`config.mk`:
```
export PLATFORM = sky130hd
export DESIGN_NAME = lru_key_value_cache
export DESIGN_NICKNAME = d
export VERILOG_FILES = /design/src/rtl/lkv_pkg.sv /design/src/rtl/lru_key_value_cache.sv /design/src/rtl/lkv_front.sv /design/src/rtl/lkv_rsp_queue.sv /design/src/rtl/lkv_back.sv
export SDC_FILE = /design/constraint.sdc
export NUM_CORES = 2
export LEC_CHECK = 0
export BUFFER_PORTS_ARGS = -buffer_cell sky130_fd_sc_hd__buf_2
export CAP_MARGIN = 20
export CORE_ASPECT_RATIO = 1.25
export CORE_MARGIN = 3
export CORE_UTILIZATION = 25
export CTS_CLUSTER_DIAMETER = 100
export DETAILED_ROUTE_END_ITERATION = 16
export HOLD_SLACK_MARGIN = 0.15
export PLACE_DENSITY = 0.47
export SLEW_MARGIN = 0
export SYNTH_ARGS = -nofsm -noshare
export SYNTH_HDL_FRONTEND = slang
export SYNTH_HIERARCHICAL = 1
export SYNTH_SLANG_ARGS = --single-unit
```
`constraint.sdc`:
```
create_clock -name clock -period 12.4 [get_ports clock]
set_input_delay 0.62 -clock clock [delete_from_list [all_inputs] [get_ports clock]]
set_output_delay 0.62 -clock clock [all_outputs]
set_load 0.05 [all_outputs]
```
`src/rtl/lkv_pkg.sv`:
```
// shared types and constants of the lru key-value cache
// depends on nothing; used by every file in rtl
package lkv_pkg;

   localparam int CAPACITY_DEFAULT = 16;
   localparam int CFG_W = 5;
   localparam int OCC_W = 5;
   localparam int KEY_W = 32;
   localparam int VALUE_W = 64;
   localparam int QUEUE_DEPTH = 2;
   localparam int QPTR_W = 1;
   localparam int QCNT_W = 2;

   localparam logic [CFG_W-1:0] CAP_RESET = 5'd16;

   localparam logic OP_GET = 1'b0;
   localparam logic OP_PUT = 1'b1;

   typedef struct packed {
      logic                      operation;
      logic signed [KEY_W-1:0]   lookup_key;
      logic        [VALUE_W-1:0] write_value;
   } req_type;

   typedef struct packed {
      logic               found;
      logic [VALUE_W-1:0] read_value;
      logic [OCC_W-1:0]   occupancy;
   } rsp_type;

   typedef struct packed {
      logic               is_put;
      logic [KEY_W-1:0]   key;
      logic [VALUE_W-1:0] value;
   } work_type;

endpackage

```
`src/rtl/lru_key_value_cache.sv`:
```
// top level of the lru key-value cache: capacity register and the three stages
// depends on lkv_pkg, lkv_front, lkv_back, lkv_rsp_queue

// Fully associative key-value cache with least-recently-used replacement. Requests
// (get or put) enter a two-entry request queue; the execution engine takes one request
// at a time: first all keys are compared in parallel and the valid, recency and key
// state is updated while the value memory is read or written, then the registered
// value read is formed into a result and pushed into a two-entry response queue. The
// engine takes no new request until it has pushed the result of the last one; with the
// engine idle and room in the response queue, a request passes the request queue, the
// engine's result registers and the response queue before its result is on the rsp
// ports. A full response queue holds the engine, and a full request queue holds the
// input. No clearing pass is needed after reset. A capacity write applies to requests
// that the engine starts after it, so write it only while no request is in flight;
// csr_ready is always high.
module lru_key_value_cache #(
   parameter int CAPACITY = lkv_pkg::CAPACITY_DEFAULT
) (
   input  logic                      clock,
   input  logic                      reset,
   input  logic                      req_push,
   output logic                      req_full,
   input  lkv_pkg::req_type          req_data,
   output logic                      rsp_empty,
   input  logic                      rsp_pop,
   output lkv_pkg::rsp_type          rsp_data,
   input  logic                      csr_valid,
   output logic                      csr_ready,
   input  logic [lkv_pkg::CFG_W-1:0] csr_data
);

   logic [lkv_pkg::CFG_W-1:0] cap_ff, cap_in;
   logic work_valid, work_take, rsp_full, rsp_push;
   lkv_pkg::work_type work;
   lkv_pkg::rsp_type rsp_item;

   assign csr_ready = 1'b1;
   assign cap_in    = (csr_valid && csr_ready) ? csr_data : cap_ff;

   always_ff @(posedge clock) begin
      if (reset) begin
         cap_ff <= lkv_pkg::CAP_RESET;
      end else begin
         cap_ff <= cap_in;
      end
   end

   lkv_front u_front (
      .clock      (clock),
      .reset      (reset),
      .req_push   (req_push),
      .req_full   (req_full),
      .req_data   (req_data),
      .work_valid (work_valid),
      .work_take  (work_take),
      .work       (work)
   );

   lkv_back #(
      .CAPACITY (CAPACITY)
   ) u_back (
      .clock      (clock),
      .reset      (reset),
      .capacity   (cap_ff),
      .work_valid (work_valid),
      .work_take  (work_take),
      .work       (work),
      .rsp_full   (rsp_full),
      .rsp_push   (rsp_push),
      .rsp_item   (rsp_item)
   );

   lkv_rsp_queue u_rsp_queue (
      .clock     (clock),
      .reset     (reset),
      .push      (rsp_push),
      .full      (rsp_full),
      .push_item (rsp_item),
      .rsp_empty (rsp_empty),
      .rsp_pop   (rsp_pop),
      .rsp_data  (rsp_data)
   );

endmodule

```
`src/rtl/lkv_front.sv`:
```
// request front end: accepts requests, decodes them and holds them in a short queue
// depends on lkv_pkg
module lkv_front (
   input  logic              clock,
   input  logic              reset,
   input  logic              req_push,
   output logic              req_full,
   input  lkv_pkg::req_type  req_data,
   output logic              work_valid,
   input  logic              work_take,
   output lkv_pkg::work_type work
);

   localparam int PW = lkv_pkg::QPTR_W;
   localparam int CW = lkv_pkg::QCNT_W;

   logic [PW-1:0] wr_ptr_ff, wr_ptr_in, rd_ptr_ff, rd_ptr_in;
   logic [CW-1:0] cnt_ff, cnt_in;
   lkv_pkg::work_type slot_ff [lkv_pkg::QUEUE_DEPTH];
   lkv_pkg::work_type decoded;
   logic do_push, do_pop;

   assign req_full   = (cnt_ff == CW'(lkv_pkg::QUEUE_DEPTH));
   assign work_valid = (cnt_ff != '0);
   assign work       = slot_ff[rd_ptr_ff];
   assign do_push    = req_push && !req_full;
   assign do_pop     = work_take && work_valid;

   always_comb begin
      decoded.is_put = (req_data.operation == lkv_pkg::OP_PUT);
      decoded.key    = $unsigned(req_data.lookup_key);
      decoded.value  = req_data.write_value;
      wr_ptr_in = do_push ? wr_ptr_ff + PW'(1) : wr_ptr_ff;
      rd_ptr_in = do_pop ? rd_ptr_ff + PW'(1) : rd_ptr_ff;
      cnt_in    = cnt_ff + CW'(do_push) - CW'(do_pop);
   end

   always_ff @(posedge clock) begin
      if (reset) begin
         wr_ptr_ff <= '0;
         rd_ptr_ff <= '0;
         cnt_ff    <= '0;
      end else begin
         wr_ptr_ff <= wr_ptr_in;
         rd_ptr_ff <= rd_ptr_in;
         cnt_ff    <= cnt_in;
      end
   end

   always_ff @(posedge clock) begin
      if (do_push) begin
         slot_ff[wr_ptr_ff] <= decoded;
      end
   end

endmodule

```
`src/rtl/lkv_rsp_queue.sv`:
```
// response queue: holds finished results until the consumer takes them
// depends on lkv_pkg
module lkv_rsp_queue (
   input  logic             clock,
   input  logic             reset,
   input  logic             push,
   output logic             full,
   input  lkv_pkg::rsp_type push_item,
   output logic             rsp_empty,
   input  logic             rsp_pop,
   output lkv_pkg::rsp_type rsp_data
);

   localparam int PW = lkv_pkg::QPTR_W;
   localparam int CW = lkv_pkg::QCNT_W;

   logic [PW-1:0] wr_ptr_ff, wr_ptr_in, rd_ptr_ff, rd_ptr_in;
   logic [CW-1:0] cnt_ff, cnt_in;
   lkv_pkg::rsp_type slot_ff [lkv_pkg::QUEUE_DEPTH];
   logic do_push, do_pop;

   assign full      = (cnt_ff == CW'(lkv_pkg::QUEUE_DEPTH));
   assign rsp_empty = (cnt_ff == '0);
   assign rsp_data  = slot_ff[rd_ptr_ff];
   assign do_push   = push && !full;
   assign do_pop    = rsp_pop && !rsp_empty;

   always_comb begin
      wr_ptr_in = do_push ? wr_ptr_ff + PW'(1) : wr_ptr_ff;
      rd_ptr_in = do_pop ? rd_ptr_ff + PW'(1) : rd_ptr_ff;
      cnt_in    = cnt_ff + CW'(do_push) - CW'(do_pop);
   end

   always_ff @(posedge clock) begin
      if (reset) begin
         wr_ptr_ff <= '0;
         rd_ptr_ff <= '0;
         cnt_ff    <= '0;
      end else begin
         wr_ptr_ff <= wr_ptr_in;
         rd_ptr_ff <= rd_ptr_in;
         cnt_ff    <= cnt_in;
      end
   end

   always_ff @(posedge clock) begin
      if (do_push) begin
         slot_ff[wr_ptr_ff] <= push_item;
      end
   end

endmodule

```
`src/rtl/lkv_back.sv`:
```
// execution engine: parallel key match, recency update, eviction and value memory
// depends on lkv_pkg; fed by lkv_front, drains into lkv_rsp_queue
module lkv_back #(
   parameter int CAPACITY = lkv_pkg::CAPACITY_DEFAULT
) (
   input  logic                      clock,
   input  logic                      reset,
   input  logic [lkv_pkg::CFG_W-1:0] capacity,
   input  logic                      work_valid,
   output logic                      work_take,
   input  lkv_pkg::work_type         work,
   input  logic                      rsp_full,
   output logic                      rsp_push,
   output lkv_pkg::rsp_type          rsp_item
);

   localparam int IW = (CAPACITY > 1) ? $clog2(CAPACITY) : 1;
   localparam int NW = $clog2(CAPACITY + 1);
   localparam int OW = lkv_pkg::OCC_W;

   logic [CAPACITY-1:0] valid_ff, valid_in;
   logic [IW-1:0] rank_ff [CAPACITY];
   logic [IW-1:0] rank_in [CAPACITY];
   logic [lkv_pkg::KEY_W-1:0] key_ff [CAPACITY];
   logic [lkv_pkg::VALUE_W-1:0] value_mem [CAPACITY];
   logic [NW-1:0] count_ff, count_in;
   logic phase_ff;
   logic found_ff, put_ff;
   logic [OW-1:0] occ_ff;
   logic [lkv_pkg::VALUE_W-1:0] rdata_ff;

   logic go, any_hit, do_evict, do_insert;
   logic [CAPACITY-1:0] hit_vec, victim_vec, free_vec;
   logic [IW-1:0] hit_idx, hit_rank, ins_idx, mem_addr;
   logic [NW-1:0] eff_cap;

   assign go        = !phase_ff && work_valid && !rsp_full;
   assign work_take = go;
   assign mem_addr  = any_hit ? hit_idx : ins_idx;

   always_comb begin
      if (capacity == '0) begin
         eff_cap = NW'(1);
      end else if (32'(capacity) > 32'(CAPACITY)) begin
         eff_cap = NW'(CAPACITY);
      end else begin
         eff_cap = NW'(capacity);
      end
   end

   always_comb begin
      hit_idx  = '0;
      hit_rank = '0;
      for (int i = 0; i < CAPACITY; i++) begin
         hit_vec[i] = valid_ff[i] && (key_ff[i] == work.key);
         hit_idx  = hit_idx | (hit_vec[i] ? IW'(i) : '0);
         hit_rank = hit_rank | (hit_vec[i] ? rank_ff[i] : '0);
      end
      any_hit   = |hit_vec;
      do_insert = work.is_put && !any_hit;
      do_evict  = do_insert && (32'(count_ff) >= 32'(eff_cap));
      for (int i = 0; i < CAPACITY; i++) begin
         victim_vec[i] = do_evict && valid_ff[i]
                         && (32'(rank_ff[i]) == 32'(count_ff) - 32'd1);
      end
      free_vec = ~valid_ff | victim_vec;
      ins_idx  = '0;
      for (int i = CAPACITY - 1; i >= 0; i--) begin
         if (free_vec[i]) begin
            ins_idx = IW'(i);
         end
      end
   end

   always_comb begin
      valid_in = valid_ff;
      count_in = count_ff;
      for (int i = 0; i < CAPACITY; i++) begin
         rank_in[i] = rank_ff[i];
      end
      if (go && any_hit) begin
         for (int i = 0; i < CAPACITY; i++) begin
            if (hit_vec[i]) begin
               rank_in[i] = '0;
            end else if (valid_ff[i] && (rank_ff[i] < hit_rank)) begin
               rank_in[i] = rank_ff[i] + IW'(1);
            end
         end
      end else if (go && do_insert) begin
         for (int i = 0; i < CAPACITY; i++) begin
            if (valid_ff[i] && !victim_vec[i]) begin
               rank_in[i] = rank_ff[i] + IW'(1);
            end
            if (IW'(i) == ins_idx) begin
               valid_in[i] = 1'b1;
               rank_in[i]  = '0;
            end else if (victim_vec[i]) begin
               valid_in[i] = 1'b0;
               rank_in[i]  = '0;
            end
         end
         count_in = count_ff + NW'(1) - NW'(do_evict);
      end
   end

   always_ff @(posedge clock) begin
      if (reset) begin
         valid_ff <= '0;
         count_ff <= '0;
         phase_ff <= 1'b0;
         for (int i = 0; i < CAPACITY; i++) begin
            rank_ff[i] <= '0;
         end
      end else begin
         valid_ff <= valid_in;
         count_ff <= count_in;
         phase_ff <= go;
         for (int i = 0; i < CAPACITY; i++) begin
            rank_ff[i] <= rank_in[i];
         end
      end
   end

   always_ff @(posedge clock) begin
      if (go) begin
         found_ff <= any_hit;
         put_ff   <= work.is_put;
         occ_ff   <= OW'(count_in);
         rdata_ff <= value_mem[mem_addr];
         if (work.is_put) begin
            value_mem[mem_addr] <= work.value;
         end
         if (do_insert) begin
            key_ff[ins_idx] <= work.key;
         end
      end
   end

   always_comb begin
      rsp_push            = phase_ff;
      rsp_item.found      = found_ff;
      rsp_item.read_value = (found_ff && !put_ff) ? rdata_ff : '0;
      rsp_item.occupancy  = occ_ff;
   end

   assert property (@(posedge clock) disable iff (reset)
      $countones(valid_ff) == int'(count_ff))
      else $error("entry count out of step with valid entries");

   assert property (@(posedge clock) disable iff (reset)
      go |-> $onehot0(hit_vec))
      else $error("key matched in more than one entry");

   assert property (@(posedge clock) disable iff (reset)
      go |=> rsp_push && !rsp_full)
      else $error("result could not be pushed after start");

   assert property (@(posedge clock) disable iff (reset)
      (go && do_evict) |-> $onehot(victim_vec))
      else $error("eviction without a unique least recent entry");

endmodule

```
* Word-level counts from Yosys, hierarchy flattened
Memories as Yosys holds them, arrays and structs flattened. A register that Yosys moved wholly into a read port is not among the register bits.
Cells that the tools add are included.
** Cells by class
- Add/subtract/negate cells :: 27
- Bitwise logic cells :: 48
- $lt $le $gt $ge :: 18
- Equal/unequal tests :: 49
- Reduce and logical (&&, ||, !) cells :: 150
- Mux-type cells :: 200
** Operators with widths (number)
- 2-to-1 mux 4 bit :: 137
- equality test 32 bit :: 16
- equality test 4 x 32 -> 1 bit :: 16
- 2-to-1 mux 64 bit :: 3
- bitwise OR 4 bit :: 29
- logical AND 1 bit :: 91
- adder 4 x 1 -> 4 bit, second input constant :: 16
- less-than comparator 4 bit :: 16
- 2-to-1 mux 1 bit :: 50
- AND reduction 3 bit :: 16
- nonzero test 2 bit :: 17
- equality test 4 bit, first input constant :: 8
- zero test 1 bit :: 22
- 2-to-1 mux 5 bit :: 4
- equality test 3 x 4 -> 1 bit, first input constant :: 4
- inverter 16 bit :: 1
- bitwise OR 1 bit :: 16
- bitwise OR 16 bit :: 1
- OR reduction 16 bit :: 1
- 2-to-1 mux 3 bit :: 4
- equality test 2 x 4 -> 1 bit, first input constant :: 2
- subtractor 5 x 1 -> 6 bit, second input constant :: 1
- adder 5 x 1 -> 5 bit, second input constant :: 1
- greater-or-equal comparator 5 bit :: 1
- 12 further kinds :: 19
** Storage, ports and cells
- Register bits :: 42
- Output and inout port bits :: 73
- Memories :: 5
- Input bits :: 107
- Word-level logic and storage cells :: 525
- Bits in writable memories :: 1934
** Memories
- u_back.value_mem :: depth 16, bits a word 64, rd ports 1, clocked after Yosys merged registers in 1, write ports 1, line lkv_back.sv:25 : logic [lkv_pkg::VALUE_W-1:0] value_mem [CAPACITY];
- u_back.key_ff :: depth 16, bits a word 32, rd ports 16, clocked after Yosys merged registers in 0, write ports 1, line lkv_back.sv:24 : logic [lkv_pkg::KEY_W-1:0] key_ff [CAPACITY];
- u_front.slot_ff :: depth 2, bits a word 97, rd ports 1, clocked after Yosys merged registers in 1, write ports 1, line lkv_front.sv:19 : lkv_pkg::work_type slot_ff [lkv_pkg::QUEUE_DEPTH];
- u_rsp_queue.slot_ff :: depth 2, bits a word 70, rd ports 1, clocked after Yosys merged registers in 1, write ports 1, line lkv_rsp_queue.sv:19 : lkv_pkg::rsp_type slot_ff [lkv_pkg::QUEUE_DEPTH];
- u_back.rank_ff :: depth 16, bits a word 4, rd ports 16, clocked after Yosys merged registers in 0, write ports 16, line lkv_back.sv:22 : logic [IW-1:0] rank_ff [CAPACITY];

* Logic depth before layout (Yosys ltp)
An unclocked memory read counts as a cell.
- Depth in word-level cells :: 31
- Depth in mapped cells :: 25
- Gate-level depth less buffers :: 19

* By module
Netlist, hierarchy kept.
** By module, submodules not included
- lkv_back :: cells an instance 5016, seq. area each 49977.9 sq um, instances 1, area each 72405.7 sq um
- lkv_front :: cells an instance 329, seq. area each 5925.7 sq um, instances 1, area each 7352.1 sq um
- lkv_rsp_queue :: cells an instance 245, seq. area each 4304.1 sq um, instances 1, area each 5266.3 sq um
- lru_key_value_cache :: cells an instance 18, seq. area each 100.1 sq um, instances 1, area each 195.2 sq um

* Least setup slack after synthesis
No wires, ideal clock.
- Path type :: reg2reg
- Start :: register with a tool-made name
- End :: memory u_back/value_mem[6][0] (netlist bit), enable pin
- Setup time :: 565 ps
- Cell stages (with the launch flop) :: 23
- Setup slack :: 3021 ps
- Data arrival time :: 8815 ps
- Path through :: dfxtp_1 -> buf_6 -> buf_6 -> buf_6 -> mux2_4 -> buf_4 -> xor2_1 -> or4_1 -> or4_1 -> nor3_4 -> nor4b_1 -> nand3_2 -> mux2i_1 -> a211o_1 -> and2_1 -> buf_6 -> nor2_1 -> a21oi_1 -> buf_2 -> buf_2 -> buf_4 -> nand2_1 -> nor3_1
** RTL lines (line)
- end: declaration :: lkv_back.sv:25

==> results.md <==
- Rel. slew slack: 15.6%
- Unique masters post-synth: 96
- Critical Path Start Type: register
- Max Clock Skew: 0.0820 ns
- Num CTS Buffers: 205
- Placed cell area: 0.0917 mm2
- Final Cycle Share: 71.7%
- WP data arrival: 9.31 ns
- CTS clk-pin slew, worst paths: 0.06 ns
- DRC: 0
- First-pass GRT wire length: 377 mm
- Flops & latches, synth: 2,042
- Clk Latency, worst-skew pair: 0.88 ns
- Worst min path class: in2reg
- Setup CP Type: reg2reg
- Synth Flop Type: edfxtp_1
- Full die area: 0.348 mm2
- Die W: 528 um
- Final Util: 29.3%
- Max-slew violations: 0
- Top Ports: 180
- Critical path required time: 12.82 ns
- Final non-filler cell area: 0.0994 mm2
- Worst-path maximum fanout: 46
- GP Congestion: 0.885
- Sink Count: 2,042
- Setup crit end kind: register
- Initial antenna violation count: 19
- Final #Nets: 6,142
- Syn Inst Count: 5,608
- Post-synth EDFFs: 1,941
- DR WL/cell: 25.0 um
- Mapped Area: 0.0852 mm2
- FP Rows: 239
- HPWL Detailed: 162 mm
- DR iter-0 viols: 4,069
- Vias in the first global route: 50,900
- Largest net degree at the start of global routing: 136
- DR vias: 50,000
- Pwr dens: 205 mW/mm2
- CTS Hold Bufs: 106
- Peak VDD IR: 0.176 mV
- Port bufs: 178
- Register area share after synthesis: 70.8%
- Vias per Instance: 4.73
- Leakage power: 31.4 nW
- CTS tree: done
- Syn Nets: 5,797
- Chip height: 659 um
- Share of cells above drive strength 1: 15.1%
- GRT overflow: 0
- Core area: 0.339 mm2
- Remaining antenna violation count: 0
- Min Hold Slack: 0.366 ns
- Pre-antenna DRT Iters: 6
- TNS Setup: 0 ns
- Unrepaired setup endpoints after global routing: false
- Yosys Warn Count: 6
- Max Fclk: 113 MHz
- Filler cells: 34,000
- Wirelength, routed: 265 mm
- CTS max path bufs: 4
- Crit path time final: 8.89 ns
- Starting density of the core: 25.1%
- Layout area overhead: 16.7%
- Post-CTS Setup Inserts: 0
- Worst slew pin tran: 1.26 ns
- Root Driver: clkbuf_16
- Post-CTS Resized: 0
- Status: complete, no violations
- Ys async rst share: 0%
- Gr usage total: 14.8%
- MaxCap Viol Count: 0
- # H-tree levels: 4
- Final Setup Violations: 0
- Synthesized area per cell: 15.2 um2
- Final hold vios: 0
-- Yosys cell counts (101+ instances only) --
library cell,count,share of area [%]
edfxtp_1,1941,68
xnor2_1,448,4.6
nand2_1,403,1.8
mux2_2,207,2.7
a22oi_1,193,1.7
nand4_1,181,1.3
clkbuf_1,140,0.62
o21ai_0,131,0.77
a21oi_1,126,0.74
nor2_1,120,0.53
xor2_1,118,1.2
nand3_1,109,0.64
dfxtp_1,101,2.4
-- cells by family (layout without fill, tap and decap cells) --
kind of cell             after synthesis  after routing  synth area share (%)
multiplexers                         315            315                  4.18
adder cells (fa/ha/maj)               82             82                  1.20
other                                  1              9               0.00440
AO/OA/AOI/OAI                        843            843                  7.10
AND/OR/NAND/NOR                     1371           1371                  8.67
XOR/XNOR                             574            574                  6.03
buffers and inverters                380            885                  2.04
flip-flops                          2042           2042                  70.8
-- where the power goes --
group | switching, mW | leakage [nW] | internal [mW]
Clock | 2.66 | 3.20 | 3.55
Combinational | 3.63 | 9.79 | 1.46
Sequential | 0.272 | 18.4 | 8.79
Total | 6.57 | 31.4 | 13.8
-- critical path: stages (launching register included) --
cell     delay, ns
dfxtp_4       0.58
buf_4         0.46
mux2_2        0.67
buf_4         0.40
xnor2_1       0.14
and4_1        0.19
nand3_1       0.12
nor3_2        0.06
buf_4         0.20
nor4_2        0.50
and3_1        0.73
nand3_1       0.33
and3_1        0.30
a32o_1        0.32
nor3_4        0.62
a21o_4        0.56
buf_4         0.60
nor2b_4       0.65
buf_4         0.83
-- cells in the final DEF, fill, tap and decap left out, types with 19 or more instances in the layout --
cell type	n
xor2_1	118
or4_1	70
mux2_4	30
and2_1	99
o21ai_0	131
o2111ai_1	71
a21oi_1	123
xnor2_1	448
buf_4	123
clkinv_2	31
nor2b_1	19
dfxtp_1	99
buf_2	178
edfxtp_1	1941
clkbuf_16	209
o21a_1	35
mux2_2	207
a22o_1	74
nand3_1	109
nand2_1	402
ha_1	82
clkbuf_1	38
nor2_1	105
mux2i_1	78
a221oi_1	68
nor3_1	64
nand2b_1	69
bufinv_16	22
dlygate4sd3_1	106
clkinv_1	43
nor4_1	85
nand4_1	181
and3_1	25
a22oi_1	193
inv_1	96
-- per-stage QoR --
stage / cells / worst slack [ns] / power, mW
after floorplan: 5608 / 3.02 / 12.4
after global placement: 10100 / 3.61 / 14.3
after detailed placement: 10100 / 3.36 / 14.4
after CTS: 10600 / 3.32 / 20.7
after global routing: 10600 / 3.00 / 21.2
final: 10600 / 3.51 / 20.4
-- flip-flops by register name (all words and copies together) (netlist names), 2 cells and up, named ones only --
signal / flops
u_back/key_ff: 512
u_rsp_queue/cnt_ff: 2
u_back/occ_ff: 5
u_rsp_queue/slot_ff: 140
u_back/count_ff: 5
u_back/valid_ff: 16
u_back/rdata_ff: 64
u_back/value_mem: 1024
u_front/slot_ff: 194
u_front/cnt_ff: 2
u_back/rank_ff: 64
cap_ff: 5
-- routing by layer --
| metal | global-route usage (%) | vias up | share of wire [%] |
|---|---|---|---|
| li1 | - | 22400 | - |
| met3 | 1.81 | 440 | 4.2 |
| met2 | 26.7 | 1396 | 51 |
| met4 | 5.30 | 0 | 3.7 |
| met1 | 18.0 | 25700 | 41 |
| met5 | 0 | - | 0 |
-- final timing paths --
check / to / cells after the start / from / slack [ns]
setup / recovery: u_back/value_mem[1][18]$_DFFE_PP_ / 18 / register / 3.51
hold / removal: u_rsp_queue/rd_ptr_ff$_SDFFE_PP0P_ / 4 / rsp_pop / 0.37
setup reg to reg: u_back/value_mem[1][18]$_DFFE_PP_ / 18 / register / 3.51
hold reg to reg: u_rsp_queue/slot_ff[0][2]$_DFFE_PP_ / 0 / u_back/occ_ff[2]$_DFFE_PP_ / 0.44
-- area by class of cell --
cell class	instances	area, um2	share of cell area, %
sequential	2042	60300	60.7
multi-input combinational	3186	23400	23.6
tap	4458	5580	5.61
clock buffer	249	5400	5.43
timing repair buffer	416	3090	3.10
clock inverter	118	1190	1.20
inverter	102	393	0.395
antenna	8	20.0	0.0201
(Power assumes the default switching activity.)
